<file path="src/urs_pkg.sv">
// ----------------------------------------------------------------------------
// Uniform reservoir sampler package
// Shared widths, item kind codes, register reset value and control structs.
// ----------------------------------------------------------------------------
package urs_pkg;

   localparam int CAPACITY_DEFAULT = 64;
   localparam int RESULT_LIMIT     = 64;

   localparam int VALUE_W = 64;
   localparam int COUNT_W = 64;
   localparam int KIND_W  = 2;
   localparam int SIZE_W  = 7;
   localparam int INDEX_W = 6;

   localparam logic [KIND_W-1:0] KIND_SAMPLE   = 2'd0;
   localparam logic [KIND_W-1:0] KIND_SNAPSHOT = 2'd1;
   localparam logic [KIND_W-1:0] KIND_CLEAR    = 2'd2;

   localparam logic [SIZE_W-1:0] SIZE_RESET = 7'd64;

   typedef struct packed {
      logic wr_en;
      logic rd_en;
      logic clear;
   } mem_ctl_type;

   typedef struct packed {
      logic               start;
      logic [COUNT_W-1:0] dividend;
      logic [COUNT_W-1:0] divisor;
   } div_cmd_type;

   typedef struct packed {
      logic               done;
      logic [COUNT_W-1:0] remainder;
   } div_res_type;

endpackage

</file>
<file path="src/urs_div.sv">
// ----------------------------------------------------------------------------
// Serial remainder unit
// Restoring division, one quotient bit per cycle, returns the remainder.
// ----------------------------------------------------------------------------
module urs_div (
   input  logic                 clock,
   input  logic                 reset,
   input  urs_pkg::div_cmd_type cmd,
   output urs_pkg::div_res_type res
);

   localparam int W = urs_pkg::COUNT_W;
   localparam int STEP_W = $clog2(W);

   logic              busy_ff, busy_in;
   logic              done_ff, done_in;
   logic [STEP_W-1:0] step_ff, step_in;
   logic [W-1:0]      dvd_ff, dvd_in;
   logic [W-1:0]      dsr_ff, dsr_in;
   logic [W-1:0]      rem_ff, rem_in;
   logic [W:0]        trial;
   logic [W:0]        diff;

   assign trial = {rem_ff, dvd_ff[W-1]};
   assign diff  = trial - {1'b0, dsr_ff};

   always_comb begin
      busy_in = busy_ff;
      done_in = 1'b0;
      step_in = step_ff;
      dvd_in  = dvd_ff;
      dsr_in  = dsr_ff;
      rem_in  = rem_ff;
      if (cmd.start) begin
         busy_in = 1'b1;
         step_in = '0;
         dvd_in  = cmd.dividend;
         dsr_in  = cmd.divisor;
         rem_in  = '0;
      end else if (busy_ff) begin
         rem_in  = (trial >= {1'b0, dsr_ff}) ? diff[W-1:0] : trial[W-1:0];
         dvd_in  = {dvd_ff[W-2:0], 1'b0};
         step_in = step_ff + 1'b1;
         if (step_ff == STEP_W'(W - 1)) begin
            busy_in = 1'b0;
            done_in = 1'b1;
         end
      end
   end

   always_ff @(posedge clock) begin
      if (reset) begin
         busy_ff <= 1'b0;
         done_ff <= 1'b0;
      end else begin
         busy_ff <= busy_in;
         done_ff <= done_in;
      end
      step_ff <= step_in;
      dvd_ff  <= dvd_in;
      dsr_ff  <= dsr_in;
      rem_ff  <= rem_in;
   end

   assign res.done      = done_ff;
   assign res.remainder = rem_ff;

   a_start_idle: assert property (@(posedge clock) disable iff (reset)
      cmd.start |-> !busy_ff)
      else $error("Division started while a division is running.");

   a_rem_below: assert property (@(posedge clock) disable iff (reset)
      done_ff |-> (rem_ff < dsr_ff))
      else $error("Remainder is not below the divisor.");

endmodule

</file>
<file path="config.mk">
export PLATFORM = sky130hd
export DESIGN_NAME = urs_div
export DESIGN_NICKNAME = d
export VERILOG_FILES = /design/src/urs_pkg.sv /design/src/urs_div.sv
export SDC_FILE = /design/constraint.sdc
export NUM_CORES = 1
export LEC_CHECK = 0
export ABC_CLOCK_PERIOD_IN_PS = 3500
export BUFFER_PORTS_ARGS = -buffer_cell sky130_fd_sc_hd__buf_2
export CAP_MARGIN = 20
export CORE_AREA = 8 8 161 163
export CTS_CLUSTER_DIAMETER = 40
export DETAILED_ROUTE_END_ITERATION = 8
export DIE_AREA = 0 0 169 171
export PLACE_DENSITY = 0.77
export SLEW_MARGIN = 30
export SYNTH_ARGS = -nofsm -noshare
export SYNTH_HDL_FRONTEND = slang
export SYNTH_SLANG_ARGS = --single-unit
</file>
<file path="constraint.sdc">
create_clock -name clock -period 3.5 [get_ports clock]
set_clock_uncertainty 0.2 [all_clocks]
set_input_delay 0.35 -clock clock [delete_from_list [all_inputs] [get_ports clock]]
set_output_delay 0.35 -clock clock [all_outputs]
set_load 0.05 [all_outputs]
</file>
# Yosys cells after proc, flatten, opt, wreduce, memory -nomap -nowiden
# Cells that the tools add are included.
# totals
ff_bits	200
input_bits	131
out_inout_bits	65
wordCells	20
# op_classes
n_addsub	2
order_cmp	1
n_eq_ne	1
n_mux	7
bitwise	1
n_reduce_logical	2
# op_table
operator	count
64-bit two-way mux	3
65-bit by 64-bit >= comparator with 1-bit output	1
64-bit subtractor	1
6-bit by 1-bit adder with 6-bit output (second input constant)	1
6-bit == test (second input constant)	1
1-bit two-way mux	4
3-bit OR reduction	1
2-bit nonzero test	1
1-bit NOT	1

# Depth between registers and ports, before layout
# Gate-level depths: netlist (run 1).
# depth
ltp_word	4
mapped_depth	15
ltp_nobuf	14

# Worst setup path before layout (run 1)
# OpenSTA, ideal clock, no wires.
# synth_timing
path_kind	flip-flop to flip-flop
startpoint	reg rem_ff[30]
endpoint	reg rem_ff[11]
setup_time_ps	128
arrival_time_ps	3211
required_ps	3172
path_slack_ps	-38
stages_incl_launch_ff	14
path_buffers	2
synth_period_minus_slack_ps	3538
path_cell_list	dfxtp_1 -> ha_1 -> buf_2 -> o21a_1 -> o211ai_1 -> o211ai_1 -> or3_4 -> o21ai_4 -> o41ai_4 -> a211oi_4 -> buf_6 -> mux2_2 -> mux2i_1 -> nor2_1
# synth_via
elab_chain_len	2
# synth_rtl
item	line_no	text
start: declaration	urs_div.sv:20	logic [W-1:0] rem_ff, rem_in;
start signal: assignment	urs_div.sv:62	rem_ff <= rem_in;
65-bit by 64-bit >= comparator with 1-bit output	urs_div.sv:41	rem_in = (trial >= {1'b0, dsr_ff}) ? diff[W-1:0] : trial[W-1:0];
64-bit two-way mux	urs_div.sv:41	
# No other way between the ends.
# A chain may end at the register's enable or synchronous reset.

# Worst setup path after layout (run 1)
# layout_timing
startpoint	reg dvd_ff[63]
endpoint	reg rem_ff[40]
# layout_via
elab_chain_len	2
word_cells_on_any_way	3
classes_between	1 x add/sub; 1 x order compare; 1 x mux
# layout_rtl
item	line_no	text
start: declaration	urs_div.sv:18	logic [W-1:0] dvd_ff, dvd_in;
start signal: assignment	urs_div.sv:60	dvd_ff <= dvd_in;
64-bit subtractor / 65-bit by 64-bit >= comparator with 1-bit output (equally long branches)	urs_div.sv:25, urs_div.sv:41	
64-bit two-way mux *	urs_div.sv:41	
# Mark *: on every way between the ends. The rest lies on a longest branch, timed or not.

==> flow_summary_export.csv, run 1 <==
group,metric,value,unit
outcome,status,"completed",
synthesis,netlist_instances,1218,
timing,fin_crit_sh,99.8,%
critical_path,start_kind,"flop",
clocking,cts_buffers,17,
critical_path,critPathKind,"reg -> reg",
timing,setup_viol,0,
critical_path,crit_path_end_kind,"flop",
route,drtIter0Drc,774,
critical_path,cp_max_fo,3,
global_routing,grt.overflow.total,0,
min_path,whs_path_depth,2,
synthesis,ys_types,75,
synthesis,syn_avg_cell_area,9.80,µm²
clocking,h-tree-depth,4,
synthesis,ys.flop_type,"edfxtp_1",
power,p_leak,6.92,nW
placement,gp_congestion,0.907,
synthesis,syn_area,11900,µm²
global_routing,grt_pass1_wl,52.9,mm
clocking,clk_latency,0.44,ns
route,drt-pass1-iter-count,7,
synthesis,ys_warn_count,0,
synthesis,synth_enable_flop_cells,128,
critical_path,crit_start,"dvd_ff[63]",
finish,layout.nets,1738,
floorplanning,fp-row-count,56,
clocking,cts_tree,"done",
min_path,min_path_type,"in -> reg",
clocking,clock-root-buffer,"clkbuf_16",
floorplanning,fp.dieArea,28900,µm²
power,vdd_ir_drop_max,0.000296,V
timing,drv_slew,0,
critical_path,rrSetupSlack,0.005,ns
synthesis,synthesis.nets,1415,
floorplanning,core-area,23300,µm²
critical_path,critPathMostFrequentCell,"inv_1",
timing,fin_crit,3.49,ns
route,routed_wl,34.2,mm
finish,drive_gt1_share,30.2,%
finish,area_growth,31.8,%
critical_path,path_cells,"inv_1 -> ha_2 -> inv_1 -> fa_2 -> a21oi_2 -> nor3_2 -> o21ai_2 -> a31o_2 -> a31oi_2 -> o211ai_1 -> a21boi_2 -> and3_1 -> or4b_1 -> a311oi_1",
timing,max_freq,286,MHz
placement,dpl-instance-area,13600,µm²
power,powerDensity,419,nW/µm²
floorplanning,die_h,171,µm
global_routing,grt_max_degree,85,
placement,dp_cells,1731,
route,wl_per_cell,18.2,µm
placement,port_buffers,195,
clocking,cts_buffer_depth,2,
critical_path,required,3.64,ns
critical_path,r2r_end,"rem_ff[40]",
critical_path,slowest_stage,"or4b_1",
synthesis,ys_async_sr_fraction,0,%
critical_path,arrival,3.63,ns
synthesis,seq_area_frac_synth,44.3,%
floorplanning,chipWidth,169,µm
clocking,clk_pin_slew,0.08,ns
finish,stdcell_area,15700,µm²
route,vias_per_cell,5.60,
floorplanning,io_pins,196,
timing,rsz0062_at_grt,"yes",
route,drtAntennaViolNets,0,
timing,hold_violations,0,
critical_path,crit_end,"rem_ff[40]",
route,drc,0,
clocking,cts.sinks,200,
placement,dp.final_hpwl,23.2,mm
finish,utilization,67.6,%
synthesis,ys_ff_latch,200,
critical_path,reg2reg_depth,14,
floorplanning,initial_core_util,51.3,%
critical_path,timing.rr.start,"dvd_ff[63]",
global_routing,antenna_found_initial,2,
global_routing,grtUsageTotal,22.6,%
timing,worst_slew_pin_slew,0.598,ns
finish,final_common_cell,"buf_2",
finish,layout.cells.non_filler,1875,
timing,worst_slew_margin_rel,60.1,%
global_routing,grt_pass1_vias,10400,
finish,final_cell_mix,"buf_2, edfxtp_1, nor2_1",
flow_run,maxCapViolations,0,
critical_path,cp_slowest_stage_delay,0.47,ns
route,via_count,10500,
cell families (layout without fill, tap and decap cells):
| kind of cell | after synthesis | count (layout) | share of synthesized area, % |
|---|---|---|---|
| compound gates | 332 | 332 | 18.3 |
| xor+xnor | 60 | 60 | 4.40 |
| fa+ha+maj | 66 | 66 | 6.98 |
| buf+inv | 157 | 493 | 5.61 |
| flops | 200 | 200 | 44.3 |
| mux | 89 | 89 | 8.15 |
| other cells | 0 | 2 | 0 |
| simple gates | 314 | 314 | 12.3 |
worst min path at each step:
stage | start | endpoint | slack [ns]
2_1_floorplan | reset | busy_ff | 0.22
5_1_grt | cmd[92] | dvd_ff[28] | 0.004
4_1_cts | cmd[112] | dvd_ff[48] | 0.0003
6_report | cmd[92] | dvd_ff[28] | 0.01
3_3_place_gp | step_ff[5] | step_ff[5] | 0.26
3_5_place_dp | step_ff[5] | step_ff[5] | 0.28
where the power goes:
group / total [mW] / switching, mW / internal [mW]
clock: 2.00 / 1.03 / 0.971
combinational: 1.76 / 0.999 / 0.756
sequential: 2.83 / 0.109 / 2.72
total: 6.59 / 2.13 / 4.45
synth_stat cells, drive strengths merged (11+ instances only):
library cell / number / area (µm²)
edfxtp: 128 / 3840
nor2: 126 / 473
a21oi: 104 / 521
inv: 83 / 312
nand2: 75 / 282
dfxtp: 72 / 1440
mux2: 66 / 743
ha: 65 / 813
o21ai: 49 / 257
a211oi: 45 / 350
clkbuf: 43 / 164
a21o: 37 / 278
xnor2: 34 / 298
buf: 31 / 194
xor2: 26 / 228
nand4: 24 / 150
mux2i: 23 / 230
a31oi: 17 / 106
nor3: 17 / 95.1
nand3: 12 / 60.1
nor2b: 12 / 75.1
o21bai: 11 / 82.6
timing repair:
| action | in CTS | in global routing |
|---|---|---|
| gates resized for setup | 2 | 101 |
| pin swaps | 0 | 43 |
| cloned | 0 | 4 |
| endpoints found under the hold margin | 91 | 0 |
| setup endpoints to repair | 5 | 61 |
| hold buffers | 90 | 0 |
| setup buffers | 0 | 16 |
state kept, by name (all words and copies together), names as in the netlist:
signal,cells
busy_ff,1
done_ff,1
dsr_ff,64
dvd_ff,64
rem_ff,64
step_ff,6
metal layers:
layer  vias up  wire length (µm)  share of wire, %  track usage, %
met5         -                 0                 0               0
met4         0               839               2.5            7.46
met3        58              2630               7.7            6.27
met2       373             16600                49            38.2
met1      4979             14100                41            27.6
li1       5085                 -                 -               -
cell type report:
cell class	instances	area (µm²)
timing repair buffer	378	2740
tap	319	399
clock buffer	17	425
multi-input combinational	861	6370
sequential	200	5290
inverter	83	312
clock inverter	15	179
fill	1800	7530
antenna	2	5.00
stage by stage:
stage / total power [mW] / hold WS (ns) / TNS [ns] / setup slack (ns)
after CTS: 6.48 / 0.000346 / -0.00272 / -0.00272
after floorplan: 3.94 / 0.222 / 0 / 0.00836
final: 6.59 / 0.0140 / 0 / 0.00538
after global routing: 6.88 / 0.00401 / -0.863 / -0.184
after global placement: 4.38 / 0.262 / -0.0436 / -0.0323
after detailed placement: 4.41 / 0.281 / -0.210 / -0.0860
critical path, delay by kind of cell, from the launching register on:
kind	cells	cell delay, ns
compound gates	7	1.44
simple gates	3	0.70
fa+ha+maj	2	0.55
flops	1	0.39
buf+inv	2	0.12
Note: power is estimated with default switching activity, not from simulation.
==> run 2: changes to the inputs <==
--- a/config.mk
+++ b/config.mk
@@ -8,11 +8,13 @@
 export ABC_CLOCK_PERIOD_IN_PS = 3500
 export BUFFER_PORTS_ARGS = -buffer_cell sky130_fd_sc_hd__buf_2
 export CAP_MARGIN = 20
-export CORE_AREA = 8 8 161 163
+export CELL_PAD_IN_SITES_DETAIL_PLACEMENT = 2
+export CELL_PAD_IN_SITES_GLOBAL_PLACEMENT = 2
+export CORE_AREA = 8 8 203 205
 export CTS_CLUSTER_DIAMETER = 40
 export DETAILED_ROUTE_END_ITERATION = 8
-export DIE_AREA = 0 0 169 171
-export PLACE_DENSITY = 0.77
+export DIE_AREA = 0 0 211 213
+export PLACE_DENSITY_LB_ADDON = 0.1
 export SLEW_MARGIN = 30
 export SYNTH_ARGS = -nofsm -noshare
 export SYNTH_HDL_FRONTEND = slang
==> flow_summary_export.csv, run 2 (synthesized netlist as in run 1, its figures left out) <==
group,metric,value,unit
timing,hold_violations,0,
power,p_leak,7.55,nW
timing,setup_viol,0,
critical_path,critPathKind,"reg -> reg",
timing,worst_slew_margin_rel,56.8,%
finish,multiInputGateArea,6570,µm²
timing,max_freq,288,MHz
power,powerDensity,405,nW/µm²
finish,drive_gt1_share,34.9,%
critical_path,start_kind,"flop",
floorplanning,core-area,38100,µm²
clocking,cts_buffer_depth,2,
finish,layout.nets,1870,
floorplanning,fp-row-count,72,
placement,dp.final_hpwl,31.7,mm
clocking,clk_latency,0.48,ns
outcome,status,"completed",
clocking,cts_tree,"done",
floorplanning,chipWidth,211,µm
global_routing,grt.overflow.total,0,
critical_path,critPathMostFrequentCell,"buf_6",
critical_path,cp_slowest_stage_delay,0.48,ns
route,drtIter0Drc,375,
placement,place_ws,-0.156,ns
timing,setup_ws,0.0337,ns
route,drc,0,
finish,final_cell_mix,"buf_2, buf_4, edfxtp_1, dlygate4sd3_1, nor2_1",
route,vias_per_cell,5.01,
route,routed_wl,45.5,mm
global_routing,antenna_found_initial,3,
route,wl_per_cell,20.6,µm
timing,drv_slew,0,
timing,holdWs,0.0609,ns
timing,worst_slew_pin_slew,0.648,ns
route,drtAntennaViolNets,0,
clocking,cts_buffers,17,
clocking,cts.sinks,200,
global_routing,grtUsageTotal,20.1,%
clocking,h-tree-depth,4,
finish,utilization,45.3,%
finish,reg_top3,"dsr_ff: 64 flops, dvd_ff: 64 flops, rem_ff: 64 flops",
finish,layout.cells.non_filler,2207,
timing,fin_crit,3.47,ns
power,vdd_ir_drop_max,0.000355,V
placement,gp_congestion,0.808,
route,drt-pass1-iter-count,4,
route,via_count,11000,
critical_path,required,3.69,ns
floorplanning,fp.dieArea,44900,µm²
floorplanning,io_pins,196,
placement,dp_cells,2013,
clocking,clk_pin_slew,0.08,ns
placement,port_buffers,195,
critical_path,crit_path_end_kind,"flop",
min_path,min_path_type,"in -> reg",
global_routing,grt_pass1_vias,12500,
finish,area_growth,44.5,%
floorplanning,die_h,213,µm
critical_path,cp_max_fo,5,
floorplanning,initial_core_util,31.3,%
finish,final_common_cell,"buf_2",
flow_run,maxCapViolations,0,
global_routing,grt_max_degree,105,
finish,seq_area,5290,µm²
finish,n_fill_cell,4079,
critical_path,arrival,3.65,ns
critical_path,path_cells,"inv_1 -> ha_4 -> buf_6 -> nand2_2 -> nor3_4 -> and2_4 -> a311o_2 -> o21ai_4 -> o41ai_4 -> a211oi_4 -> buf_6 -> buf_6 -> buf_12 -> or4b_4 -> a311oi_2",
timing,fin_crit_sh,99.0,%
clocking,clock-root-buffer,"clkbuf_16",
timing,rsz0062_at_grt,"yes",
global_routing,grt_pass1_wl,70.4,mm
critical_path,slowest_stage,"or4b_4",
[run 2: what timing repair did]
action	4_1_cts	5_1_grt
buffers inserted	16	12
gates cloned	1	1
pin swaps	19	42
gates resized for setup	53	83
endpoints found under the setup margin	20	64
hold buffers	128	0
hold endpoints to repair	129	0
[run 2: final timing paths]
check | to | depth (start not counted) | from | slack [ns]
max | rem_ff[40] | 15 | dsr_ff[26] | 0.03
min | dvd_ff[20] | 2 | cmd[84] | 0.06
max reg2reg | rem_ff[40] | 15 | dsr_ff[26] | 0.03
min reg2reg | step_ff[5] | 2 | step_ff[5] | 0.30
[run 2: final cells by class]
cell class | instances | share of cell area (%)
Antenna cell | 3 | 0.0435
Clock buffer | 19 | 2.57
Clock inverter | 13 | 0.790
Inverter | 83 | 1.81
Multi-Input combinational cell | 861 | 38.1
Sequential cell | 200 | 30.7
Tap cell | 518 | 3.76
Timing Repair Buffer | 510 | 22.3
[run 2: metal layers]
metal / wire (µm) / global-route usage (%) / vias up
met4: 1080 / 7.05 / 0
met3: 1920 / 4.76 / 58
met5: 0 / 0 / -
li1: - / - / 5333
met2: 22600 / 35.3 / 184
met1: 19900 / 23.6 / 5472
[run 2: worst max-delay path: cells and delay by family (launching register included)]
kind / cells / cell delay (ns)
flops: 1 / 0.34
compound gates: 5 / 0.97
simple gates: 4 / 0.98
fa+ha+maj: 1 / 0.28
buf+inv: 5 / 0.59
[run 2: report_power, final]
| group | internal, mW | switching, mW | total, mW |
|---|---|---|---|
| combinational | 0.949 | 1.17 | 2.12 |
| clock | 1.02 | 1.03 | 2.05 |
| sequential | 2.72 | 0.0923 | 2.82 |
| total | 4.69 | 2.29 | 6.99 |
[run 2: per-stage QoR]
stage / cell area, µm² / TNS, ns / power, mW
finish: 17300 / 0 / 6.99
global placement: 14500 / -0.0584 / 4.63
CTS: 16800 / -0.0191 / 6.94
floorplan: 11900 / 0 / 3.94
detailed placement: 14500 / -0.325 / 4.66
global route: 17300 / -0.589 / 7.32
==> run 3: changes to the inputs <==
--- a/config.mk
+++ b/config.mk
@@ -10,10 +10,10 @@
 export CAP_MARGIN = 20
 export CELL_PAD_IN_SITES_DETAIL_PLACEMENT = 2
 export CELL_PAD_IN_SITES_GLOBAL_PLACEMENT = 2
-export CORE_AREA = 8 8 203 205
+export CORE_AREA = 2 2 197 199
 export CTS_CLUSTER_DIAMETER = 40
 export DETAILED_ROUTE_END_ITERATION = 8
-export DIE_AREA = 0 0 211 213
+export DIE_AREA = 0 0 199 201
 export PLACE_DENSITY_LB_ADDON = 0.1
 export SLEW_MARGIN = 30
 export SYNTH_ARGS = -nofsm -noshare
==> flow_summary_export.csv, run 3 (synthesized netlist as in run 1, its figures left out) <==
group,metric,value,unit
global_routing,grt_pass1_wl,68.2,mm
floorplanning,die_h,201,µm
route,vias_per_cell,4.96,
clocking,cts_tree,"done",
route,drt-pass1-iter-count,4,
outcome,status,"completed",
global_routing,grt.overflow.total,0,
min_path,min_path_type,"in -> reg",
route,routed_wl,43.4,mm
timing,fin_crit,3.47,ns
critical_path,slowest_stage,"or4b_4",
power,vdd_ir_drop_max,0.000449,V
critical_path,start_kind,"flop",
clocking,cts.sinks,200,
route,drtIter0Drc,286,
floorplanning,fp.dieArea,40000,µm²
floorplanning,initial_core_util,31.3,%
global_routing,antenna_found_initial,0,
route,via_count,10900,
clocking,clock-root-buffer,"clkbuf_16",
timing,tns,0,ns
route,drtAntennaViolNets,0,
min_path,whs_path_depth,2,
placement,dpl-instance-area,14500,µm²
finish,final_cell_mix,"buf_2, buf_4, dlygate4sd3_1",
critical_path,path_cells,"inv_1 -> ha_2 -> inv_2 -> fa_2 -> a21oi_2 -> nor3_2 -> o21ai_1 -> buf_4 -> a31o_4 -> a31oi_4 -> o211ai_1 -> a21boi_2 -> and3_1 -> or4b_4 -> a311oi_2",
timing,worst_slew_pin_slew,0.523,ns
timing,max_freq,288,MHz
clocking,h-tree-depth,4,
finish,area_growth,43.3,%
critical_path,cp_max_fo,3,
power,powerDensity,407,nW/µm²
clocking,clk_pin_slew,0.08,ns
finish,stdcell_area,17100,µm²
clocking,cts_buffers,17,
finish,reg_top3,"dsr_ff: 64 flops, dvd_ff: 64 flops, rem_ff: 64 flops",
timing,setup_viol,0,
timing,fin_crit_sh,99.2,%
timing,worst_slew_margin_rel,65.1,%
floorplanning,fp-row-count,72,
critical_path,crit_path_end_kind,"flop",
global_routing,grt_pass1_vias,12100,
global_routing,grtUsageTotal,22.0,%
floorplanning,core-area,38100,µm²
placement,port_buffers,195,
floorplanning,io_pins,196,
timing,rsz0062_at_grt,"yes",
floorplanning,chipWidth,199,µm
finish,final_common_cell,"buf_2",
critical_path,arrival,3.66,ns
power,fin_total_pwr,6.97,mW
critical_path,required,3.69,ns
clocking,clk_latency,0.48,ns
timing,holdWs,0.129,ns
finish,layout.nets,1854,
finish,n_fill_cell,4025,
global_routing,grt_max_degree,93,
critical_path,reg2reg_depth,15,
critical_path,critPathKind,"reg -> reg",
placement,gp_congestion,0.821,
timing,drv_slew,0,
timing,hold_violations,0,
finish,drive_gt1_share,34.4,%
route,wl_per_cell,19.8,µm
power,p_leak,7.47,nW
route,drc,0,
flow_run,maxCapViolations,0,
placement,dp.final_hpwl,30.7,mm
clocking,cts_buffer_depth,2,
critical_path,cp_slowest_stage_delay,0.48,ns
-- run 3: changes by cell type in the layout (fill, tap and decap cells not counted), moves of 4 or more --
cell / delta
buf_4: -13
nand2_1: +4
ha_1: +6
nor3_2: +4
ha_4: -8
nand2_2: -4
-- run 3: layer usage --
layer  global-route usage (%)  routed length (µm)  vias up
li1                         -                   -     5301
met4                     4.34                 526        0
met5                        0                   0        -
met1                     28.2               19800     5363
met2                     38.2               21600      161
met3                     4.59                1500       33
-- run 3: what timing repair did --
action                                  in CTS  in global routing
hold endpoints to repair                   130                  0
setup buffers                                6                 14
cloned                                       1                  0
endpoints found under the setup margin      15                 63
resized for setup                           49                 87
pin swaps                                   23                 49
hold buffers                               129                  0
-- run 3: layout make-up --
type,instances,area (µm²),share of cell area [%]
Multi-Input combinational cell,861,6560,38.4
Antenna cell,1,2.50,0.0146
Sequential cell,200,5290,30.9
Clock buffer,18,429,2.51
Clock inverter,14,155,0.907
Tap cell,518,648,3.79
Timing Repair Buffer,494,3710,21.7
Inverter,83,312,1.82
-- run 3: power breakdown --
| part | total [mW] | internal (mW) | switching (mW) |
|---|---|---|---|
| logic | 2.05 | 0.911 | 1.14 |
| clock network | 2.09 | 1.02 | 1.07 |
| registers | 2.83 | 2.72 | 0.104 |
| total | 6.97 | 4.65 | 2.31 |
-- run 3: worst max-delay path, delay by kind of cell, from the launching register on --
family	cells	cell delay, ns
AO/OA/AOI/OAI	7	1.19
buffers and inverters	3	0.25
flip-flops	1	0.41
AND/OR/NAND/NOR	3	0.75
adder cells (fa/ha/maj)	2	0.57
-- run 3: path summary, 6_finish.rpt --
check | startpoint | end | slack (ns)
worst max-delay path | dvd_ff[63] | rem_ff[40] | 0.03
worst min-delay path | cmd[128] | rem_ff[36] | 0.13
worst max register to register | dvd_ff[63] | rem_ff[40] | 0.03
worst min register to register | step_ff[5] | step_ff[5] | 0.32
-- run 3: through the flow --
stage | util [%] | setup WS (ns) | cells
6_report | 44.9 | 0.0278 | 2189
4_1_cts | 43.6 | -0.00162 | 2175
2_1_floorplan | - | 0.00836 | 1218
3_3_place_gp | 37.9 | -0.0669 | 2008
5_1_grt | 44.9 | -0.166 | 2188
3_5_place_dp | 37.9 | -0.214 | 2008
